--- config.mk ---
export PLATFORM = sky130hd
export DESIGN_NAME = encoder_step_and_press_classifier
export DESIGN_NICKNAME = d
export VERILOG_FILES = /design/src/rtl/core/escp_pkg.sv /design/src/rtl/core/escp_ctrl.sv /design/src/rtl/core/escp_datapath.sv /design/src/rtl/core/encoder_step_and_press_classifier.sv
export SDC_FILE = /design/constraint.sdc
export NUM_CORES = 1
export LEC_CHECK = 0
export ABC_CLOCK_PERIOD_IN_PS = 8310
export BUFFER_PORTS_ARGS = -buffer_cell sky130_fd_sc_hd__buf_2
export CAP_MARGIN = 20
export CORE_AREA = 2 2 273 275
export CTS_BUF_LIST = sky130_fd_sc_hd__clkbuf_2
export DETAILED_ROUTE_END_ITERATION = 7
export DIE_AREA = 0 0 275 277
export GPL_TIMING_DRIVEN = 0
export PLACE_DENSITY = 0.49
export SKIP_CTS_REPAIR_TIMING = 1
export SYNTH_ARGS = -nofsm -noshare
export SYNTH_HDL_FRONTEND = slang
export SYNTH_SLANG_ARGS = --single-unit
--- constraint.sdc ---
create_clock -name clock -period 8.31 [get_ports clock]
set_input_delay 1.662 -clock clock [delete_from_list [all_inputs] [get_ports clock]]
set_output_delay 1.662 -clock clock [all_outputs]
set_load 0.02 [all_outputs]
--- src/rtl/core/escp_pkg.sv ---
`timescale 1ns / 1ps
// ----------------------------------------------------------------------------
// escp_pkg
// Shared types and constants for the encoder step and press classifier.
// ----------------------------------------------------------------------------
package escp_pkg;

   // Field widths
   localparam int CountW   = 16;
   localparam int TimeW    = 32;
   localparam int CfgW     = 16;
   localparam int CpsW     = 8;
   localparam int RemW     = 18;
   localparam int AccW     = 19;
   localparam int ProdW    = CountW + CpsW + 1;
   localparam int DivSteps = AccW;
   localparam int DivCntW  = $clog2(DivSteps);
   localparam int CsrIdxW  = 2;
   localparam int ReqDataW = 56;
   localparam int RspDataW = 24;

   // Configuration register indexes
   localparam logic [CsrIdxW-1:0] CSR_DEBOUNCE   = 2'd0;
   localparam logic [CsrIdxW-1:0] CSR_LONG_PRESS = 2'd1;
   localparam logic [CsrIdxW-1:0] CSR_EVENT_GAP  = 2'd2;
   localparam logic [CsrIdxW-1:0] CSR_CPS        = 2'd3;

   // Reset values of the configuration registers
   localparam logic [CfgW-1:0] DebounceReset  = 16'd20;
   localparam logic [CfgW-1:0] LongPressReset = 16'd600;
   localparam logic [CfgW-1:0] EventGapReset  = 16'd150;
   localparam logic [CpsW-1:0] CpsReset       = 8'd4;

   typedef enum logic [2:0] {
      ST_IDLE,
      ST_PRIME,
      ST_PREP,
      ST_BUTTON,
      ST_DIVIDE,
      ST_MULTIPLY,
      ST_FINISH
   } escp_state_type;

   // Commands from the controller to the datapath
   typedef struct packed {
      logic capture;
      logic prime;
      logic prep;
      logic button;
      logic div_step;
      logic mul;
      logic finish;
   } escp_cmd_type;

   // Status from the datapath to the controller
   typedef struct packed {
      logic primed;
      logic div_last;
      logic out_free;
   } escp_sts_type;

endpackage

--- src/rtl/core/escp_ctrl.sv ---
`timescale 1ns / 1ps
// ----------------------------------------------------------------------------
// escp_ctrl
// Sequencer that walks one poll through priming or through the button
// update, the step division, the multiply-back and the final write.
// ----------------------------------------------------------------------------
module escp_ctrl (
   input  logic                  clock,
   input  logic                  reset,
   input  logic                  req_tvalid,
   output logic                  req_tready,
   input  escp_pkg::escp_sts_type sts,
   output escp_pkg::escp_cmd_type cmd
);
   import escp_pkg::*;

   escp_state_type state_ff, state_in;

   always_ff @(posedge clock) begin
      if (reset) begin
         state_ff <= ST_IDLE;
      end else begin
         state_ff <= state_in;
      end
   end

   always_comb begin
      state_in = state_ff;
      unique case (state_ff)
         ST_IDLE: begin
            if (req_tvalid) begin
               state_in = sts.primed ? ST_PREP : ST_PRIME;
            end
         end
         ST_PRIME: begin
            if (sts.out_free) begin
               state_in = ST_IDLE;
            end
         end
         ST_PREP:     state_in = ST_BUTTON;
         ST_BUTTON:   state_in = ST_DIVIDE;
         ST_DIVIDE: begin
            if (sts.div_last) begin
               state_in = ST_MULTIPLY;
            end
         end
         ST_MULTIPLY: state_in = ST_FINISH;
         ST_FINISH: begin
            if (sts.out_free) begin
               state_in = ST_IDLE;
            end
         end
         default:     state_in = ST_IDLE;
      endcase
   end

   always_comb begin
      cmd        = '0;
      req_tready = 1'b0;
      unique case (state_ff)
         ST_IDLE: begin
            req_tready  = 1'b1;
            cmd.capture = req_tvalid;
         end
         ST_PRIME:    cmd.prime    = sts.out_free;
         ST_PREP:     cmd.prep     = 1'b1;
         ST_BUTTON:   cmd.button   = 1'b1;
         ST_DIVIDE:   cmd.div_step = 1'b1;
         ST_MULTIPLY: cmd.mul      = 1'b1;
         ST_FINISH:   cmd.finish   = sts.out_free;
         default:     cmd          = '0;
      endcase
   end

endmodule

--- src/rtl/core/escp_datapath.sv ---
`timescale 1ns / 1ps
// ----------------------------------------------------------------------------
// escp_datapath
// Poll state, configuration registers, button classifier, bit-serial step
// divider and the output register.
// ----------------------------------------------------------------------------
module escp_datapath (
   input  logic                           clock,
   input  logic                           reset,
   input  logic                           csr_wr_en,
   input  logic [escp_pkg::CsrIdxW-1:0]   csr_index,
   input  logic [escp_pkg::CfgW-1:0]      csr_wdata,
   input  logic [escp_pkg::ReqDataW-1:0]  req_tdata,
   output logic                           rsp_tvalid,
   input  logic                           rsp_tready,
   output logic [escp_pkg::RspDataW-1:0]  rsp_tdata,
   input  escp_pkg::escp_cmd_type         cmd,
   output escp_pkg::escp_sts_type         sts
);
   import escp_pkg::*;

   // Configuration
   logic [CfgW-1:0] db_time_ff, lp_time_ff, gap_time_ff;
   logic [CpsW-1:0] cps_ff;
   logic [CpsW-1:0] cps_eff;

   // Captured poll
   logic [CountW-1:0] raw_ff, raw_in;
   logic              level_ff, level_in;
   logic [TimeW-1:0]  now_ff, now_in;

   // Persistent poll state
   logic                   primed_ff, primed_in;
   logic [CountW-1:0]      prev_count_ff, prev_count_in;
   logic signed [RemW-1:0] rem_ff, rem_in;
   logic                   prev_level_ff, prev_level_in;
   logic                   stable_ff, stable_in;
   logic [TimeW-1:0]       lct_ff, lct_in;
   logic [TimeW-1:0]       pst_ff, pst_in;
   logic                   rec_ff, rec_in;
   logic [TimeW-1:0]       let_ff, let_in;
   logic                   lf_ff, lf_in;
   logic                   await_ff, await_in;

   // Working registers
   logic signed [AccW-1:0]  acc_ff, acc_in;
   logic                    neg_ff, neg_in;
   logic [AccW-1:0]         quot_ff, quot_in;
   logic [CpsW-1:0]         part_ff, part_in;
   logic [DivCntW-1:0]      cnt_ff, cnt_in;
   logic                    db_raw_ff, db_raw_in;
   logic                    lt_raw_ff, lt_raw_in;
   logic                    gap_raw_ff, gap_raw_in;
   logic signed [CountW-1:0] s_ff, s_in;
   logic signed [ProdW-1:0] prod_ff, prod_in;
   logic                    short_ff, short_in;
   logic                    long_ff, long_in;

   // Output register
   logic                    out_valid_ff, out_valid_in;
   logic [CountW-1:0]       out_steps_ff, out_steps_in;
   logic                    out_short_ff, out_short_in;
   logic                    out_long_ff, out_long_in;
   logic                    out_pressed_ff, out_pressed_in;

   // Combinational helpers
   logic [CountW-1:0]       delta;
   logic signed [AccW-1:0]  acc_sum;
   logic                    lvl_chg, db_ok, rising;
   logic                    stable_n, rec_n, lf_n, await_n, long_ok;
   logic [CpsW:0]           div_shift;
   logic                    div_bit;
   logic signed [ProdW-1:0] rem_full;
   logic                    out_free;

   assign cps_eff  = (cps_ff == '0) ? {{(CpsW-1){1'b0}}, 1'b1} : cps_ff;
   assign out_free = !out_valid_ff || rsp_tready;

   // Configuration writes
   always_ff @(posedge clock) begin
      if (reset) begin
         db_time_ff  <= DebounceReset;
         lp_time_ff  <= LongPressReset;
         gap_time_ff <= EventGapReset;
         cps_ff      <= CpsReset;
      end else if (csr_wr_en) begin
         unique case (csr_index)
            CSR_DEBOUNCE:   db_time_ff  <= csr_wdata;
            CSR_LONG_PRESS: lp_time_ff  <= csr_wdata;
            CSR_EVENT_GAP:  gap_time_ff <= csr_wdata;
            CSR_CPS:        cps_ff      <= csr_wdata[CpsW-1:0];
            default:        cps_ff      <= cps_ff;
         endcase
      end
   end

   assign delta     = raw_ff - prev_count_ff;
   assign acc_sum   = AccW'(rem_ff) + AccW'($signed(delta));
   assign div_shift = {part_ff, quot_ff[AccW-1]};
   assign div_bit   = (div_shift >= {1'b0, cps_eff});
   assign rem_full  = ProdW'(acc_ff) - prod_ff;

   // Button classification on the registered time comparisons.
   always_comb begin
      lvl_chg  = (level_ff != prev_level_ff);
      db_ok    = lvl_chg ? (db_time_ff == '0) : db_raw_ff;
      rising   = db_ok && (stable_ff != level_ff) && level_ff;
      stable_n = db_ok ? level_ff : stable_ff;
      rec_n    = rec_ff;
      lf_n     = lf_ff;
      await_n  = await_ff;
      if (db_ok && (stable_ff != level_ff)) begin
         lf_n = 1'b0;
         if (level_ff) begin
            rec_n = 1'b1;
         end else begin
            rec_n   = 1'b0;
            await_n = 1'b0;
         end
      end
      long_ok = db_ok && stable_n && !lf_n && !await_n && rec_n && gap_raw_ff &&
                (rising ? (lp_time_ff == '0) : lt_raw_ff);
   end

   always_comb begin
      raw_in        = raw_ff;
      level_in      = level_ff;
      now_in        = now_ff;
      primed_in     = primed_ff;
      prev_count_in = prev_count_ff;
      rem_in        = rem_ff;
      prev_level_in = prev_level_ff;
      stable_in     = stable_ff;
      lct_in        = lct_ff;
      pst_in        = pst_ff;
      rec_in        = rec_ff;
      let_in        = let_ff;
      lf_in         = lf_ff;
      await_in      = await_ff;
      acc_in        = acc_ff;
      neg_in        = neg_ff;
      quot_in       = quot_ff;
      part_in       = part_ff;
      cnt_in        = cnt_ff;
      db_raw_in     = db_raw_ff;
      lt_raw_in     = lt_raw_ff;
      gap_raw_in    = gap_raw_ff;
      s_in          = s_ff;
      prod_in       = prod_ff;
      short_in      = short_ff;
      long_in       = long_ff;
      out_valid_in  = out_valid_ff && !rsp_tready;
      out_steps_in  = out_steps_ff;
      out_short_in  = out_short_ff;
      out_long_in   = out_long_ff;
      out_pressed_in = out_pressed_ff;

      if (cmd.capture) begin
         raw_in   = req_tdata[CountW-1:0];
         level_in = req_tdata[CountW];
         now_in   = req_tdata[CountW+TimeW:CountW+1];
      end

      // The first poll only seeds the state and writes a zero-step result beat.
      if (cmd.prime) begin
         primed_in      = 1'b1;
         prev_count_in  = raw_ff;
         prev_level_in  = level_ff;
         stable_in      = level_ff;
         lct_in         = now_ff;
         pst_in         = '0;
         rec_in         = 1'b0;
         let_in         = '0;
         lf_in          = 1'b0;
         await_in       = 1'b0;
         out_valid_in   = 1'b1;
         out_steps_in   = '0;
         out_short_in   = 1'b0;
         out_long_in    = 1'b0;
         out_pressed_in = level_ff;
      end

      if (cmd.prep) begin
         prev_count_in = raw_ff;
         acc_in        = acc_sum;
         neg_in        = acc_sum[AccW-1];
         quot_in       = acc_sum[AccW-1] ? AccW'(-acc_sum) : AccW'(acc_sum);
         part_in       = '0;
         cnt_in        = '0;
         db_raw_in     = ((now_ff - lct_ff) >= TimeW'(db_time_ff));
         lt_raw_in     = ((now_ff - pst_ff) >= TimeW'(lp_time_ff));
         gap_raw_in    = ((now_ff - let_ff) > TimeW'(gap_time_ff));
      end

      if (cmd.button) begin
         prev_level_in = level_ff;
         if (lvl_chg) begin
            lct_in = now_ff;
         end
         short_in  = 1'b0;
         long_in   = long_ok;
         stable_in = stable_n;
         rec_in    = rec_n;
         lf_in     = lf_n;
         await_in  = await_n;
         if (db_ok && (stable_ff != level_ff)) begin
            if (level_ff) begin
               pst_in = now_ff;
            end else begin
               pst_in = '0;
               if (!await_ff && rec_ff && !lf_ff && gap_raw_ff) begin
                  short_in = 1'b1;
                  let_in   = now_ff;
               end
            end
         end
         if (long_ok) begin
            lf_in    = 1'b1;
            await_in = 1'b1;
            let_in   = now_ff;
         end
      end

      // One quotient bit per cycle, restoring form on the magnitude.
      if (cmd.div_step) begin
         part_in = div_bit ? CpsW'(div_shift - {1'b0, cps_eff}) : div_shift[CpsW-1:0];
         quot_in = {quot_ff[AccW-2:0], div_bit};
         cnt_in  = cnt_ff + 1'b1;
      end

      if (cmd.mul) begin
         if (!neg_ff && (quot_ff > AccW'(32767))) begin
            s_in = 16'sh7FFF;
         end else if (neg_ff && (quot_ff > AccW'(32768))) begin
            s_in = 16'sh8000;
         end else if (neg_ff) begin
            s_in = -$signed(quot_ff[CountW-1:0]);
         end else begin
            s_in = $signed(quot_ff[CountW-1:0]);
         end
         prod_in = ProdW'(s_in) * ProdW'($signed({1'b0, cps_eff}));
      end

      if (cmd.finish) begin
         rem_in         = rem_full[RemW-1:0];
         out_valid_in   = 1'b1;
         out_steps_in   = s_ff;
         out_short_in   = short_ff;
         out_long_in    = long_ff;
         out_pressed_in = stable_ff;
      end
   end

   always_ff @(posedge clock) begin
      if (reset) begin
         primed_ff     <= 1'b0;
         prev_count_ff <= '0;
         rem_ff        <= '0;
         prev_level_ff <= 1'b0;
         stable_ff     <= 1'b0;
         lct_ff        <= '0;
         pst_ff        <= '0;
         rec_ff        <= 1'b0;
         let_ff        <= '0;
         lf_ff         <= 1'b0;
         await_ff      <= 1'b0;
         out_valid_ff  <= 1'b0;
      end else begin
         primed_ff     <= primed_in;
         prev_count_ff <= prev_count_in;
         rem_ff        <= rem_in;
         prev_level_ff <= prev_level_in;
         stable_ff     <= stable_in;
         lct_ff        <= lct_in;
         pst_ff        <= pst_in;
         rec_ff        <= rec_in;
         let_ff        <= let_in;
         lf_ff         <= lf_in;
         await_ff      <= await_in;
         out_valid_ff  <= out_valid_in;
      end
   end

   always_ff @(posedge clock) begin
      raw_ff         <= raw_in;
      level_ff       <= level_in;
      now_ff         <= now_in;
      acc_ff         <= acc_in;
      neg_ff         <= neg_in;
      quot_ff        <= quot_in;
      part_ff        <= part_in;
      cnt_ff         <= cnt_in;
      db_raw_ff      <= db_raw_in;
      lt_raw_ff      <= lt_raw_in;
      gap_raw_ff     <= gap_raw_in;
      s_ff           <= s_in;
      prod_ff        <= prod_in;
      short_ff       <= short_in;
      long_ff        <= long_in;
      out_steps_ff   <= out_steps_in;
      out_short_ff   <= out_short_in;
      out_long_ff    <= out_long_in;
      out_pressed_ff <= out_pressed_in;
   end

   assign sts.primed   = primed_ff;
   assign sts.div_last = (cnt_ff == DivCntW'(DivSteps - 1));
   assign sts.out_free = out_free;

   assign rsp_tvalid = out_valid_ff;
   assign rsp_tdata  = {{(RspDataW-CountW-3){1'b0}}, out_pressed_ff, out_long_ff,
                        out_short_ff, out_steps_ff};

endmodule

--- src/rtl/core/encoder_step_and_press_classifier.sv ---
`timescale 1ns / 1ps
// Flow: a priming poll's result beat is written to the output register from the prime
// state; any later poll's goes through prep, button update, the step divider (one
// quotient bit per cycle), multiply and the final write, each write waiting for a free
// output register. The next beat is taken only once the
// previous one has been written to the output register.
// Reset: synchronous, active high; configuration returns to its defaults.
// ----------------------------------------------------------------------------
// encoder_step_and_press_classifier
// Turns encoder counts into whole steps and classifies debounced button
// presses as short or long, one result beat per poll beat.
// ----------------------------------------------------------------------------
module encoder_step_and_press_classifier (
   input  logic                          clock,
   input  logic                          reset,
   input  logic                          csr_wr_en,
   input  logic [escp_pkg::CsrIdxW-1:0]  csr_index,
   input  logic [escp_pkg::CfgW-1:0]     csr_wdata,
   input  logic                          req_tvalid,
   output logic                          req_tready,
   // raw_count[15:0], button_level[16], now_ms[48:17], zero fill
   input  logic [escp_pkg::ReqDataW-1:0] req_tdata,
   output logic                          rsp_tvalid,
   input  logic                          rsp_tready,
   // steps[15:0], short_press[16], long_press[17], pressed[18], zero fill
   output logic [escp_pkg::RspDataW-1:0] rsp_tdata
);
   import escp_pkg::*;

   escp_cmd_type cmd;
   escp_sts_type sts;

   escp_ctrl u_ctrl (
      .clock      (clock),
      .reset      (reset),
      .req_tvalid (req_tvalid),
      .req_tready (req_tready),
      .sts        (sts),
      .cmd        (cmd)
   );

   escp_datapath u_datapath (
      .clock      (clock),
      .reset      (reset),
      .csr_wr_en  (csr_wr_en),
      .csr_index  (csr_index),
      .csr_wdata  (csr_wdata),
      .req_tdata  (req_tdata),
      .rsp_tvalid (rsp_tvalid),
      .rsp_tready (rsp_tready),
      .rsp_tdata  (rsp_tdata),
      .cmd        (cmd),
      .sts        (sts)
   );

   // At most one sequencer command is active in any cycle.
   a_cmd_onehot: assert property (@(posedge clock) disable iff (reset)
      $onehot0(cmd))
      else $error("more than one datapath command active");

   // The divider never runs while a new beat may be taken.
   a_idle_no_div: assert property (@(posedge clock) disable iff (reset)
      req_tready |-> !cmd.div_step)
      else $error("divider stepping while idle");

   // A poll never reports a short and a long press together.
   a_events_exclusive: assert property (@(posedge clock) disable iff (reset)
      rsp_tvalid |-> !(rsp_tdata[CountW] && rsp_tdata[CountW+1]))
      else $error("short and long press in the same beat");

   // A final or priming write always presents a result beat on the next cycle.
   a_finish_valid: assert property (@(posedge clock) disable iff (reset)
      (cmd.finish || cmd.prime) |=> rsp_tvalid)
      else $error("result lost after final write");

endmodule

==> key figures <==
Clock tree
  – Clock slew at reported path FFs: approximately 0.10 ns
  – CTS tree: done
  – Max Root-Sink Buffers: 3
  – Clk sinks: approximately 350
  – Cts bufs inserted: 100
  – Clk_lat worst skew: ~1.1 ns
  – H-tree Lvls: 3
  – Root Driver: clkbuf_2

Power and ir drop
  – Leak: around 0.011 µW
  – Total power: ~5000 µW
  – Cell Pwr Density: 177 mW/mm²
  – Peak VDD IR: between 80 and 90 µV

Yosys
  – Synth top area cells: edfxtp_1 19%, dfxtp_1 15%, ha_1 12%
  – Post-synth EDFFs: 158
  – Seq/Total Area, Yosys: approximately a third
  – Share of Yosys cell area claimed by the top area cell type: between 10% and 20%
  – Ys Warns: 0
  – Most numerous cell in the Yosys netlist: nand2_1
  – Mapped Area: ~0.025 mm²
  – Netlist cell types: 89
  – Commonest cells post-synth: 409 x nand2_1, 336 x inv_1, 288 x a21oi_1, 239 x ha_1, 198 x nor2_1
  – Yosys top cell by area: edfxtp_1
  – Post-synthesis register bit count: 354
  – Avg Cell Area, Syn: 8.60 µm²
  – Synth async-reset ratio: 0%
  – Most common flop cell mapped by yosys: dfxtp_1
  – Syn Inst Count: 2953

Worst setup path
  – Slowest CP cell: o21ai_1
  – R2R Setup Slk: 0.48 ns
  – Buf+Inv Stages, Crit Path: 4
  – Worst Path Arrival: just under 9 ns
  – Max incr delay on CP: about 0.70 ns
  – Worst r2r dst: u_datapath.prod_ff[16]$_DFFE_PP_
  – Required time of the critical path: 9.15 ns
  – Crit path top cell by count: fa_1
  – CP max FO: 10
  – CP top delay family: adder cells
  – Worst r2r src: u_datapath.quot_ff[10]$_DFFE_PP_
  – Crit. End Element: flop
  – Crit start category: flop
  – Critical path type: reg -> reg
  – Cell count of the worst reg-to-reg path: 25

Floorplan
  – Initial Utilization: between 30% and 40%
  – Die height: approximately 280 µm
  – Chip width: 275 µm
  – Die ar.: around 0.076 mm²
  – Row count: 100
  – Core region area: roughly 0.074 mm²
  – I/O pin total: 105

Timing
  – Slew Viols, Final: 0
  – Final WS setup: ~0.48 ns
  – RSZ-0062 raised after global routing: false
  – Relative slew slack: between 30% and 40%
  – Setup TNS: 0 ns
  – Final setup vio count: 0
  – Tcrit/Tclk final: between 90% and 100%
  – Worst Skew: between 0.09 and 0.1 ns
  – Maximum clock rate: about 130 MHz
  – Fin crit period: between 7 and 8 ns
  – Final Hold Vio Count: 0
  – Pin slew with the least headroom to its limit: approximately 1.0 ns

Cells and area
  – Final cell count without fillers: 4203
  – Share of layout cells above drive strength 1: 9.31%
  – Nets: 3553
  – Area Growth Syn to Fin: 10.8%
  – Sequential cell area: ~0.0087 mm²
  – Area of the multi-input gates: around 0.015 mm²
  – Core Util, Final: approximately two fifths
  – Number of filler cells placed in the layout: ~7700

Route
  – Max layer used: met4
  – Met1 WL: 31.4 mm
  – WL final: 73.8 mm
  – Met2 wire length: ~37 mm
  – Vias per cell: between 5 and 6
  – Routed via count: around 21000
  – Met3 Wirelength: approximately 3.0 mm
  – # DRC: 0
  – Mean routed wirelength per cell: between 15 and 20 µm
  – Drt pass-1 iters: 7
  – Detail Route Antenna Nets: 0
  – Starting DRT DRC Count: about 1100

Placement
  – Dpl cells: between 4000 and 5000
  – GPL Wtd Cong: between 0.9 and 1
  – IO buf count: between 90 and 100
  – Place WS: between 0.5 and 0.6 ns
  – HPWL Detailed: 58.1 mm

Job
  – Max_cap viols: 0

Min path
  – Hold EP: u_datapath.prev_count_ff[7]$_SDFFE_PP0P_
  – Hold/Removal Path Class: reg -> reg
  – Min-Delay Path Depth: 2
  – Hold_sp: u_datapath.prev_count_ff[7]$_SDFFE_PP0P_

Global route
  – Number of global-route vias before repair: approximately 22000
  – Initial antenna violation count: 4
  – GRT overflow: 0
  – Largest net degree at the start of global routing: 34
  – First-pass GRT wire length: 117 mm
  – Total track usage: about 19%

Status
  – Status: completed
## worst max path at each step
stage / startpoint / to / slack (ns) / cells after the start
detailed placement: u_datapath.quot_ff[8]$_DFFE_PP_ / u_datapath.prod_ff[16]$_DFFE_PP_ / 0.54 / 25
finish: u_datapath.quot_ff[10]$_DFFE_PP_ / u_datapath.prod_ff[16]$_DFFE_PP_ / 0.48 / 25
global placement: u_datapath.quot_ff[8]$_DFFE_PP_ / u_datapath.prod_ff[16]$_DFFE_PP_ / 0.62 / 26
floorplan: u_datapath.quot_ff[8]$_DFFE_PP_ / u_datapath.prod_ff[16]$_DFFE_PP_ / 1.58 / 26
CTS: u_datapath.quot_ff[10]$_DFFE_PP_ / u_datapath.prod_ff[16]$_DFFE_PP_ / 0.51 / 25
global route: u_datapath.quot_ff[8]$_DFFE_PP_ / u_datapath.prod_ff[16]$_DFFE_PP_ / 0.01 / 27
## cells by family after synthesis
family | synth area share [%]
AO/OA/AOI/OAI | 17.7
multiplexers | 0.439
buffers and inverters | 6.70
adder cells (fa/ha/maj) | 18.0
other | 0.0148
flip-flops | 34.2
XOR/XNOR | 5.59
AND/OR/NAND/NOR | 17.3
## flip-flops by register name, indices dropped and copies added (netlist names), 8 cells and up
register / flops
u_datapath.gap_time_ff: 16
u_datapath.let_ff: 32
u_datapath.part_ff: 8
u_datapath.pst_ff: 32
u_datapath.out_steps_ff: 16
u_datapath.lct_ff: 32
u_datapath.acc_ff: 18
u_datapath.lp_time_ff: 16
u_datapath.s_ff: 16
u_datapath.quot_ff: 19
u_datapath.raw_ff: 16
u_datapath.rem_ff: 18
u_datapath.cps_ff: 8
u_datapath.prod_ff: 18
u_datapath.prev_count_ff: 16
u_datapath.db_time_ff: 16
u_datapath.now_ff: 32
## cell usage in the layout (no fill, tap or decap), drive strengths merged, types with 120 or more instances in the layout
master	instances
a21oi	289
clkbuf	252
dfxtp	196
edfxtp	158
ha	239
inv	338
nand2	411
nor2	199
o21ai	120
## worst register-to-register path, cell delays in order (launching register included)
cell and delay, ns:
edfxtp_1 0.49, or4_1 0.57, or2_1 0.27, or4_4 0.44, nor3_2 0.19, nor2_2 0.13
clkbuf_1 0.25, o21ai_1 0.71, nand2_1 0.18, fa_1 0.56, inv_1 0.05, fa_1 0.51
inv_1 0.05, fa_1 0.48, fa_1 0.55, inv_1 0.04, ha_1 0.32, a21oi_1 0.22
nor2b_1 0.08, o21a_1 0.18, o21ai_0 0.22, nand2b_1 0.12, a21oi_1 0.24, o21ai_0 0.17
o41ai_1 0.36, xnor2_1 0.17
## area by class of cell
cell class,instances,share of cell area (%)
diodes,1,0.00890
plain buffers,108,1.55
clock buffers,154,2.74
clock inverters,25,0.552
inverters,337,4.50
multi-input cells,2158,53.5
flip-flops and latches,354,30.8
well taps,969,4.31
repair buffers,97,2.00
## power breakdown
group	internal, µW	total (µW)	switching, µW
logic	632	1620	988
clock network	551	1350	800
registers	1940	2020	73.8
## per-stage QoR
step	instance area [µm²]	hold WS (ns)
final	28100	0.455
after global routing	28100	0.474
after CTS	28100	0.457
after detailed placement	27200	0.445
after global placement	27100	0.439
after floorplan	25400	0.432
## routing by layer
layer | global-route usage (%) | vias up
met5 | 0 | -
met4 | 6.25 | 0
met3 | 2.95 | 133
met2 | 35.0 | 442
met1 | 23.7 | 10200
li1 | - | 10700
Power figures use the tool's default switching activity.
